[src/hw/rtl/cap_pkg.sv]
// ----------------------------------------------------------------------------
// Command APDU parser package
// Shared codes, the result record and the length decode helpers.
// ----------------------------------------------------------------------------
package cap_pkg;

  // Result kinds.
  localparam logic [1:0] KIND_DATA = 2'd0;
  localparam logic [1:0] KIND_SUM  = 2'd1;
  localparam logic [1:0] KIND_BOTH = 2'd2;

  // ISO command cases.
  localparam logic [2:0] CASE_NONE = 3'd0;
  localparam logic [2:0] CASE_1    = 3'd1;
  localparam logic [2:0] CASE_2    = 3'd2;
  localparam logic [2:0] CASE_3    = 3'd3;
  localparam logic [2:0] CASE_4    = 3'd4;

  // Error codes.
  localparam logic [1:0] ERR_OK     = 2'd0;
  localparam logic [1:0] ERR_HEADER = 2'd1;
  localparam logic [1:0] ERR_DATA   = 2'd2;
  localparam logic [1:0] ERR_LE     = 2'd3;

  // Length limits of the short and extended encodings.
  localparam logic [16:0] SHORT_MAX    = 17'd256;
  localparam logic [16:0] EXTENDED_MAX = 17'd65536;

  // One result item as it travels from the parser to the output stage.
  typedef struct packed {
    logic [1:0]  kind;
    logic [7:0]  data;
    logic [7:0]  cla;
    logic [7:0]  ins;
    logic [7:0]  p1;
    logic [7:0]  p2;
    logic [16:0] nc;
    logic [16:0] ne;
    logic [2:0]  acase;
    logic        ext;
    logic [1:0]  err;
    logic        trail;
  } cap_rec_t;

  // A short length of zero stands for the maximum.
  function automatic logic [16:0] dec_short(input logic [7:0] b);
    logic [16:0] r;
    r = (b == 8'd0) ? SHORT_MAX : {9'd0, b};
    return r;
  endfunction

  // An extended length of zero stands for the maximum.
  function automatic logic [16:0] dec_ext(input logic [7:0] hi, input logic [7:0] lo);
    logic [16:0] r;
    r = ({hi, lo} == 16'd0) ? EXTENDED_MAX : {1'b0, hi, lo};
    return r;
  endfunction

endpackage

[src/hw/rtl/cap_front.sv]
// ----------------------------------------------------------------------------
// Command APDU parser front end
// Accepts APDU bytes, tracks the parse phase and builds result records.
// ----------------------------------------------------------------------------
module cap_front
  import cap_pkg::*;
(
  input  logic       clk_i,
  input  logic       rst_ni,
  input  logic       accept_i,
  input  logic       final_byte_i,
  input  logic [7:0] byte_value_i,
  output logic       push_o,
  output cap_rec_t   rec_o
);

  localparam logic [2:0] PH_HEAD  = 3'd0;
  localparam logic [2:0] PH_LEN   = 3'd1;
  localparam logic [2:0] PH_PEND  = 3'd2;
  localparam logic [2:0] PH_EXT   = 3'd3;
  localparam logic [2:0] PH_DATA  = 3'd4;
  localparam logic [2:0] PH_LE    = 3'd5;
  localparam logic [2:0] PH_LE2   = 3'd6;
  localparam logic [2:0] PH_TRAIL = 3'd7;

  logic [2:0]       phase_q, phase_d;
  logic [1:0]       hidx_q;
  logic [3:0][7:0]  hdr_q, hdr_cur;
  logic [16:0]      nc_q, nc_d;
  logic [16:0]      seen_q, seen_d, seen_inc;
  logic [16:0]      ne_q, ne_d;
  logic [7:0]       lb1_q, lb1_d;
  logic [7:0]       le_first_q, le_first_d;
  logic             ext_q, ext_d;
  logic             emit;

  assign seen_inc = seen_q + 17'd1;

  // Phase decode: next state and the result record for the current byte.
  always_comb begin
    hdr_cur = hdr_q;
    if (phase_q == PH_HEAD) begin
      hdr_cur[hidx_q] = byte_value_i;
    end
    phase_d    = phase_q;
    nc_d       = nc_q;
    seen_d     = seen_q;
    ne_d       = ne_q;
    lb1_d      = lb1_q;
    le_first_d = le_first_q;
    ext_d      = ext_q;
    emit       = final_byte_i;

    rec_o.kind  = KIND_SUM;
    rec_o.data  = byte_value_i;
    rec_o.cla   = hdr_cur[0];
    rec_o.ins   = hdr_cur[1];
    rec_o.p1    = hdr_cur[2];
    rec_o.p2    = hdr_cur[3];
    rec_o.nc    = nc_q;
    rec_o.ne    = ne_q;
    rec_o.acase = CASE_1;
    rec_o.ext   = ext_q;
    rec_o.err   = ERR_OK;
    rec_o.trail = 1'b0;

    case (phase_q)
      PH_HEAD: begin
        if (hidx_q == 2'd3) begin
          phase_d = PH_LEN;
        end else begin
          rec_o.err = ERR_HEADER;
        end
      end
      PH_LEN: begin
        rec_o.ne    = dec_short(byte_value_i);
        rec_o.acase = CASE_2;
        if (byte_value_i == 8'd0) begin
          phase_d = PH_PEND;
        end else begin
          nc_d    = {9'd0, byte_value_i};
          phase_d = PH_DATA;
        end
      end
      PH_PEND: begin
        // A zero fifth byte followed by only one more byte is short form.
        lb1_d       = byte_value_i;
        rec_o.kind  = KIND_BOTH;
        rec_o.nc    = SHORT_MAX;
        rec_o.acase = CASE_3;
        rec_o.err   = ERR_DATA;
        phase_d     = PH_EXT;
      end
      PH_EXT: begin
        ext_d       = 1'b1;
        rec_o.ext   = 1'b1;
        rec_o.ne    = dec_ext(lb1_q, byte_value_i);
        rec_o.acase = CASE_2;
        nc_d        = dec_ext(lb1_q, byte_value_i);
        phase_d     = PH_DATA;
      end
      PH_DATA: begin
        emit        = 1'b1;
        seen_d      = seen_inc;
        rec_o.kind  = final_byte_i ? KIND_BOTH : KIND_DATA;
        rec_o.acase = CASE_3;
        rec_o.err   = (seen_inc < nc_q) ? ERR_DATA : ERR_OK;
        if (seen_inc >= nc_q) begin
          phase_d = PH_LE;
        end
      end
      PH_LE: begin
        rec_o.acase = CASE_4;
        if (!ext_q) begin
          ne_d     = dec_short(byte_value_i);
          rec_o.ne = dec_short(byte_value_i);
          phase_d  = PH_TRAIL;
        end else begin
          le_first_d = byte_value_i;
          rec_o.err  = ERR_LE;
          phase_d    = PH_LE2;
        end
      end
      PH_LE2: begin
        ne_d        = dec_ext(le_first_q, byte_value_i);
        rec_o.ne    = dec_ext(le_first_q, byte_value_i);
        rec_o.acase = CASE_4;
        phase_d     = PH_TRAIL;
      end
      default: begin
        rec_o.acase = CASE_4;
        rec_o.trail = 1'b1;
      end
    endcase
  end

  assign push_o = accept_i && emit;

  // Parse state; a final byte returns everything to the start of an APDU.
  always_ff @(posedge clk_i or negedge rst_ni) begin
    if (!rst_ni) begin
      phase_q    <= PH_HEAD;
      hidx_q     <= 2'd0;
      hdr_q      <= '0;
      nc_q       <= '0;
      seen_q     <= '0;
      ne_q       <= '0;
      lb1_q      <= '0;
      le_first_q <= '0;
      ext_q      <= 1'b0;
    end else if (accept_i) begin
      if (final_byte_i) begin
        phase_q    <= PH_HEAD;
        hidx_q     <= 2'd0;
        hdr_q      <= '0;
        nc_q       <= '0;
        seen_q     <= '0;
        ne_q       <= '0;
        lb1_q      <= '0;
        le_first_q <= '0;
        ext_q      <= 1'b0;
      end else begin
        phase_q    <= phase_d;
        hdr_q      <= hdr_cur;
        nc_q       <= nc_d;
        seen_q     <= seen_d;
        ne_q       <= ne_d;
        lb1_q      <= lb1_d;
        le_first_q <= le_first_d;
        ext_q      <= ext_d;
        if (phase_q == PH_HEAD) begin
          hidx_q <= hidx_q + 2'd1;
        end
      end
    end
  end

`ifndef SYNTHESIS
  // Every final byte produces a summary.
  a_final_pushes: assert property (@(posedge clk_i) disable iff (!rst_ni)
    accept_i && final_byte_i |-> push_o && rec_o.kind != KIND_DATA)
    else $error("final byte without summary");

  // A data-only item comes from the data phase alone.
  a_data_phase: assert property (@(posedge clk_i) disable iff (!rst_ni)
    push_o && rec_o.kind == KIND_DATA |-> phase_q == PH_DATA && !final_byte_i)
    else $error("data item outside data phase");

  // After a final byte the parser is back at the header.
  a_restart: assert property (@(posedge clk_i) disable iff (!rst_ni)
    accept_i && final_byte_i |=> phase_q == PH_HEAD && hidx_q == 2'd0)
    else $error("parser did not restart");

  // Nothing is pushed without an accepted byte.
  a_push_accept: assert property (@(posedge clk_i) disable iff (!rst_ni)
    push_o |-> accept_i)
    else $error("push without accepted item");
`endif

endmodule

[src/hw/rtl/cap_queue.sv]
// ----------------------------------------------------------------------------
// Command APDU parser result queue
// Small FIFO of result records between the parser and the output stage.
// ----------------------------------------------------------------------------
module cap_queue
  import cap_pkg::*;
#(
  parameter int unsigned Depth = 2
) (
  input  logic     clk_i,
  input  logic     rst_ni,
  input  logic     push_i,
  input  cap_rec_t rec_i,
  input  logic     pop_i,
  output cap_rec_t rec_o,
  output logic     empty_o,
  output logic     full_o
);

  localparam int unsigned PtrW = $clog2(Depth);
  localparam int unsigned CntW = $clog2(Depth + 1);
  localparam logic [PtrW-1:0] LastPtr = PtrW'(Depth - 1);
  localparam logic [CntW-1:0] DepthCnt = CntW'(Depth);

  cap_rec_t            mem_q [Depth];
  logic [PtrW-1:0]     wr_q, rd_q;
  logic [CntW-1:0]     cnt_q;

  assign empty_o = (cnt_q == '0);
  assign full_o  = (cnt_q == DepthCnt);
  assign rec_o   = mem_q[rd_q];

  // Entry storage.
  always_ff @(posedge clk_i) begin
    if (push_i) begin
      mem_q[wr_q] <= rec_i;
    end
  end

  // Pointers and fill count.
  always_ff @(posedge clk_i or negedge rst_ni) begin
    if (!rst_ni) begin
      wr_q  <= '0;
      rd_q  <= '0;
      cnt_q <= '0;
    end else begin
      if (push_i) begin
        wr_q <= (wr_q == LastPtr) ? '0 : wr_q + PtrW'(1);
      end
      if (pop_i) begin
        rd_q <= (rd_q == LastPtr) ? '0 : rd_q + PtrW'(1);
      end
      if (push_i && !pop_i) begin
        cnt_q <= cnt_q + CntW'(1);
      end else if (pop_i && !push_i) begin
        cnt_q <= cnt_q - CntW'(1);
      end
    end
  end

`ifndef SYNTHESIS
  a_no_overflow: assert property (@(posedge clk_i) disable iff (!rst_ni)
    push_i |-> !full_o)
    else $error("push into full queue");

  a_no_underflow: assert property (@(posedge clk_i) disable iff (!rst_ni)
    pop_i |-> !empty_o)
    else $error("pop from empty queue");

  a_count_range: assert property (@(posedge clk_i) disable iff (!rst_ni)
    cnt_q <= DepthCnt)
    else $error("queue count out of range");
`endif

endmodule

[src/hw/rtl/cap_back.sv]
// ----------------------------------------------------------------------------
// Command APDU parser output stage
// Takes records from the queue and presents them as result items.
// ----------------------------------------------------------------------------
module cap_back
  import cap_pkg::*;
(
  input  logic        clk_i,
  input  logic        rst_ni,
  input  cap_rec_t    rec_i,
  input  logic        empty_i,
  output logic        pop_o,
  output logic        out_valid_o,
  input  logic        out_stall_i,
  output logic [1:0]  out_kind_o,
  output logic [7:0]  out_data_byte_o,
  output logic [7:0]  out_class_byte_o,
  output logic [7:0]  out_instruction_o,
  output logic [7:0]  out_param_one_o,
  output logic [7:0]  out_param_two_o,
  output logic [16:0] out_data_length_o,
  output logic [16:0] out_expected_length_o,
  output logic [2:0]  out_apdu_case_o,
  output logic        out_extended_form_o,
  output logic [1:0]  out_error_code_o,
  output logic        out_trailing_ignored_o
);

  logic     valid_q;
  cap_rec_t out_q, fmt;
  logic     is_sum;

  // Load when the output register is empty or being taken.
  assign pop_o = !empty_i && (!valid_q || !out_stall_i);

  // Summary fields are zero on data-only items, the data byte on summary-only.
  always_comb begin
    is_sum = (rec_i.kind != KIND_DATA);
    fmt = '0;
    fmt.kind = rec_i.kind;
    fmt.data = (rec_i.kind == KIND_SUM) ? 8'd0 : rec_i.data;
    if (is_sum) begin
      fmt.cla   = rec_i.cla;
      fmt.ins   = rec_i.ins;
      fmt.p1    = rec_i.p1;
      fmt.p2    = rec_i.p2;
      fmt.nc    = rec_i.nc;
      fmt.ne    = rec_i.ne;
      fmt.acase = rec_i.acase;
      fmt.ext   = rec_i.ext;
      fmt.err   = rec_i.err;
      fmt.trail = rec_i.trail;
    end
  end

  always_ff @(posedge clk_i or negedge rst_ni) begin
    if (!rst_ni) begin
      valid_q <= 1'b0;
    end else if (pop_o) begin
      valid_q <= 1'b1;
    end else if (!out_stall_i) begin
      valid_q <= 1'b0;
    end
  end

  always_ff @(posedge clk_i) begin
    if (pop_o) begin
      out_q <= fmt;
    end
  end

  assign out_valid_o            = valid_q;
  assign out_kind_o             = out_q.kind;
  assign out_data_byte_o        = out_q.data;
  assign out_class_byte_o       = out_q.cla;
  assign out_instruction_o      = out_q.ins;
  assign out_param_one_o        = out_q.p1;
  assign out_param_two_o        = out_q.p2;
  assign out_data_length_o      = out_q.nc;
  assign out_expected_length_o  = out_q.ne;
  assign out_apdu_case_o        = out_q.acase;
  assign out_extended_form_o    = out_q.ext;
  assign out_error_code_o       = out_q.err;
  assign out_trailing_ignored_o = out_q.trail;

`ifndef SYNTHESIS
  // A data-only item carries no summary.
  a_data_clean: assert property (@(posedge clk_i) disable iff (!rst_ni)
    out_valid_o && out_kind_o == KIND_DATA |->
      out_apdu_case_o == CASE_NONE && out_error_code_o == ERR_OK)
    else $error("data item with summary fields");

  // A summary always names a case.
  a_sum_case: assert property (@(posedge clk_i) disable iff (!rst_ni)
    out_valid_o && out_kind_o != KIND_DATA |-> out_apdu_case_o != CASE_NONE)
    else $error("summary without case");

  // A held item is never overwritten.
  a_no_overwrite: assert property (@(posedge clk_i) disable iff (!rst_ni)
    pop_o |-> !valid_q || !out_stall_i)
    else $error("output register overwritten");
`endif

endmodule

[src/hw/rtl/command_apdu_parser.sv]
// ----------------------------------------------------------------------------
// Command APDU parser
// Parses a command APDU byte by byte, forwards command data and reports
// header, Nc, Ne, case and errors on the final byte.
// ----------------------------------------------------------------------------
//  channel  direction  handshake              payload
//  in       input      in_valid_i/in_stall_o  byte_value, final_byte
//  out      output     out_valid_o/out_stall_i kind, data_byte, summary fields
//
// Each byte is parsed in the cycle it is accepted; one byte per cycle while the input is not stalled.
// A result is written into the result queue as its byte is accepted and is then
// moved from the queue into the output register, where out_stall_i holds it.
// The input stalls only while the result queue (QueueDepth entries) is full.
// Reset puts the parser at the start of an APDU with all fields cleared.
// ----------------------------------------------------------------------------
module command_apdu_parser
  import cap_pkg::*;
#(
  parameter int unsigned QueueDepth = 2
) (
  input  logic        clk_i,
  input  logic        rst_ni,
  input  logic        in_valid_i,
  output logic        in_stall_o,
  input  logic [7:0]  in_byte_value_i,
  input  logic        in_final_byte_i,
  output logic        out_valid_o,
  input  logic        out_stall_i,
  output logic [1:0]  out_kind_o,
  output logic [7:0]  out_data_byte_o,
  output logic [7:0]  out_class_byte_o,
  output logic [7:0]  out_instruction_o,
  output logic [7:0]  out_param_one_o,
  output logic [7:0]  out_param_two_o,
  output logic [16:0] out_data_length_o,
  output logic [16:0] out_expected_length_o,
  output logic [2:0]  out_apdu_case_o,
  output logic        out_extended_form_o,
  output logic [1:0]  out_error_code_o,
  output logic        out_trailing_ignored_o
);

  logic     accept, push, pop, full, empty;
  cap_rec_t push_rec, head_rec;

  assign in_stall_o = full;
  assign accept     = in_valid_i && !full;

  cap_front u_front (
    .clk_i        (clk_i),
    .rst_ni       (rst_ni),
    .accept_i     (accept),
    .final_byte_i (in_final_byte_i),
    .byte_value_i (in_byte_value_i),
    .push_o       (push),
    .rec_o        (push_rec)
  );

  cap_queue #(
    .Depth (QueueDepth)
  ) u_queue (
    .clk_i   (clk_i),
    .rst_ni  (rst_ni),
    .push_i  (push),
    .rec_i   (push_rec),
    .pop_i   (pop),
    .rec_o   (head_rec),
    .empty_o (empty),
    .full_o  (full)
  );

  cap_back u_back (
    .clk_i                  (clk_i),
    .rst_ni                 (rst_ni),
    .rec_i                  (head_rec),
    .empty_i                (empty),
    .pop_o                  (pop),
    .out_valid_o            (out_valid_o),
    .out_stall_i            (out_stall_i),
    .out_kind_o             (out_kind_o),
    .out_data_byte_o        (out_data_byte_o),
    .out_class_byte_o       (out_class_byte_o),
    .out_instruction_o      (out_instruction_o),
    .out_param_one_o        (out_param_one_o),
    .out_param_two_o        (out_param_two_o),
    .out_data_length_o      (out_data_length_o),
    .out_expected_length_o  (out_expected_length_o),
    .out_apdu_case_o        (out_apdu_case_o),
    .out_extended_form_o    (out_extended_form_o),
    .out_error_code_o       (out_error_code_o),
    .out_trailing_ignored_o (out_trailing_ignored_o)
  );

endmodule
[config.mk]
export PLATFORM = sky130hd
export DESIGN_NAME = command_apdu_parser
export DESIGN_NICKNAME = d
export VERILOG_FILES = /design/src/hw/rtl/cap_pkg.sv /design/src/hw/rtl/cap_front.sv /design/src/hw/rtl/cap_queue.sv /design/src/hw/rtl/cap_back.sv /design/src/hw/rtl/command_apdu_parser.sv
export SDC_FILE = /design/constraint.sdc
export NUM_CORES = 1
export LEC_CHECK = 0
export BUFFER_PORTS_ARGS = -buffer_cell sky130_fd_sc_hd__buf_2
export CAP_MARGIN = 20
export CORE_AREA = 2 2 210 212
export DETAILED_ROUTE_END_ITERATION = 12
export DIE_AREA = 0 0 212 214
export SLEW_MARGIN = 0
export SYNTH_ARGS = -nofsm -noshare
export SYNTH_HDL_FRONTEND = slang
export SYNTH_SLANG_ARGS = --single-unit
export TNS_END_PERCENT = 1
[constraint.sdc]
create_clock -name clk_i -period 4.8 [get_ports clk_i]
set_clock_uncertainty 0.05 [all_clocks]
set_input_delay 0.48 -clock clk_i [delete_from_list [all_inputs] [get_ports clk_i]]
set_output_delay 0.48 -clock clk_i [all_outputs]
set_load 0.03 [all_outputs]
==> metrics.cfg <==
[outcome]
status=finished, final reports clean

[timing]
hold_violations=0
rsz0062_at_grt=false
slew_headroom_pct=30.9
tightest_slew_ns=1.03
fmax_ghz=0.295
post-route-period-util_pct=70.6
min_period_ns=3.39
final.setup.tns_ns=0
final-setup-viol-count=0
slew_violations=0

[routing]
initialDrtViolationCount=560
drt-vias-per-instance=4.93
drc=0
finalWirelength_mm=32.4
vias=8846
wl_per_cell_microns=18.1
first_pass_iters=5
detail-route-antenna-nets=0

[global_routing]
grt.total_usage_pct=14.4
antenna_found_initial=1
grt_overflow=0
grt_pass1_wl_mm=51.1
first_global_vias=8883
grt_max_degree=77

[synth]
syn_nets=1120
synth-async-reset-ratio_pct=30.6
yosysUniqueCellTypes=60
synth-edff-count=249
synth-seq-cells=359
ys_warn_count=0
syn_avg_cell_area_sq_um=13.8
synth_ff_type=edfxtp_1
syn_area_sq_um=14900
seq_area_frac_synth_pct=68.5
synthCells=1084

[cts]
cts_setup_buffers=0
cts_tree=done
cts.reportedPaths.clkPinSlew_ns=0.06
cts_sinks=359
cts_max_level=2
root_buffer=clkbuf_16
clock_tree.buffer_depth=3
cts_made_buffers=37
clock_latency_ns=0.53
cts-resized-gates=0

[critical_path]
cp-startpoint=u_front.seen_q[0]
worstPathCellList=ha_1 > nand2_1 > nor3_1 > nand3_1 > xnor2_1 > ha_1 > nand4_1 > nor4_1 > o21ai_0 > nand3_1 > o221ai_1
r2r-start=u_front.seen_q[0]
slowest_delay_ns=0.49
required_ns=5.00
crit_path_start_kind=flip-flop
timing.rr.end=u_queue.mem_q[1][2]
crit_path_max_fanout=6
slowest_stage=nor3_1
crit_arrival_ns=3.59
endpoint=u_queue.mem_q[1][2]
rrSetupSlack_ns=1.41
rr_worst_depth=11
critPathKind=reg -> reg
endpoint_kind=flip-flop

[place]
dp_hpwl_mm=20.3
port_buffers=97
gp_congestion=0.797

[die]
die_area_sq_um=45400
start_util_pct=34.8
core-area_sq_um=42900
rows=76
io_pins=98
die_h_microns=214
fp.dieW_microns=212

[flow_run]
drv_cap=0

[power_and_ir_drop]
ir_drop_v=0.000233
power_density_nw_per_um2=649
power.total_mw=11.3
p_leak_nw=7.01

[layout]
seqCellArea_sq_um=10200
layout_commonest_cell=edfxtp_1
layout_common_cells=249 x edfxtp_1, 128 x nor2_1, 109 x dfrtp_1
drive_gt1_share_pct=19.7
fin_util_pct=40.5
fin_nets=1216
fill_cells=3996
syn_to_final_growth_pct=16.5
multiInputGateArea_sq_um=4370

[min_path]
min_path_type=in -> reg

-- cells in the mapped netlist (12+ instances only) --
cell	number	area, sq um
mux2i_1	81	811
nand2b_1	12	75.1
clkbuf_1	33	124
nand3_1	14	70.1
nor2_1	131	492
a21oi_1	30	150
edfxtp_1	249	7480
xnor2_1	14	123
nand2_1	69	259
ha_1	23	288
mux2_2	34	383
dfrtp_1	110	2750
o21ai_0	63	315
buf_1	12	45.0
inv_1	29	109
a22o_1	48	420
-- worst max-delay path: cells and delay by family (launching register included) --
| family | cells | cell delay [ns] |
|---|---|---|
| flops | 1 | 0.44 |
| xor+xnor | 1 | 0.17 |
| compound gates | 2 | 0.33 |
| simple gates | 6 | 1.56 |
| fa+ha+maj | 2 | 0.56 |
-- area by class of cell --
| cell class | instances | share of cell area [%] |
|---|---|---|
| well taps | 585 | 4.21 |
| flip-flops and latches | 359 | 58.9 |
| multi-input cells | 639 | 25.1 |
| inverters | 29 | 0.633 |
| diodes | 1 | 0.0144 |
| clock inverters | 19 | 1.16 |
| clock buffers | 49 | 6.00 |
| repair buffers | 114 | 3.99 |
-- registers in the layout, indices dropped and copies added, names as in the netlist, 2 cells and up --
register	flops
u_back.out_param_one_o	8
u_back.out_expected_length_o	17
u_back.out_param_two_o	8
u_back.out_kind_o	2
u_front.le_first_q	8
u_front.hdr_q	32
u_front.ne_q	17
u_front.seen_q	17
u_front.nc_q	17
u_front.lb1_q	8
u_back.out_instruction_o	8
u_queue.cnt_q	2
u_back.out_class_byte_o	8
u_back.out_data_length_o	17
u_back.out_error_code_o	2
u_queue.mem_q	166
u_front.phase_q	3
u_back.out_data_byte_o	8
u_back.out_apdu_case_o	3
u_front.hidx_q	2
-- worst min-delay path by stage --
stage,startpoint,end,slack (ns),depth (start not counted)
3_3_place_gp,u_front.ne_q[16],u_front.ne_q[16],0.41,2
3_5_place_dp,u_front.nc_q[6],u_front.nc_q[6],0.42,2
5_1_grt,out_stall_i,u_back.out_valid_o,0.15,3
4_1_cts,rst_ni,u_front.seen_q[15],0.11,1
2_1_floorplan,rst_ni,u_back.out_valid_o,0.13,0
6_report,out_stall_i,u_back.out_valid_o,0.13,3
-- cell families after synthesis --
family	after synthesis	share of synthesized area [%]
compound gates	208	9.65
buf+inv	86	2.35
fa+ha+maj	23	1.93
simple gates	272	8.34
flops	359	68.5
mux	115	7.99
xor+xnor	21	1.23
-- power breakdown --
group          switching [mW]  internal (mW)  total, mW
clock network            1.18           1.75       2.93
registers               0.431           4.51       4.94
logic                    2.32           1.09       3.41
total                    3.93           7.35       11.3
-- stage by stage --
step | std cells | worst slack [ns] | instance area [sq um] | hold slack [ns]
floorplan | 1084 | 0.969 | 14900 | 0.134
global placement | 1721 | 1.59 | 16100 | 0.411
detailed placement | 1722 | 1.44 | 16100 | 0.420
CTS | 1790 | 1.45 | 17300 | 0.106
global route | 1794 | 1.13 | 17400 | 0.151
finish | 1795 | 1.41 | 17400 | 0.134
-- metal layers --
metal	part of all wire, %	track usage (%)
met1	46	20.1
met2	48	23.5
met5	0	0
met3	4.4	2.16
met4	1.9	3.97
-- repair_timing --
item	CTS	global route
endpoints found under the setup margin	0	0
endpoints found under the hold margin	0	9
hold buffers	0	1
No activity file was read; power rests on OpenSTA's default activity.
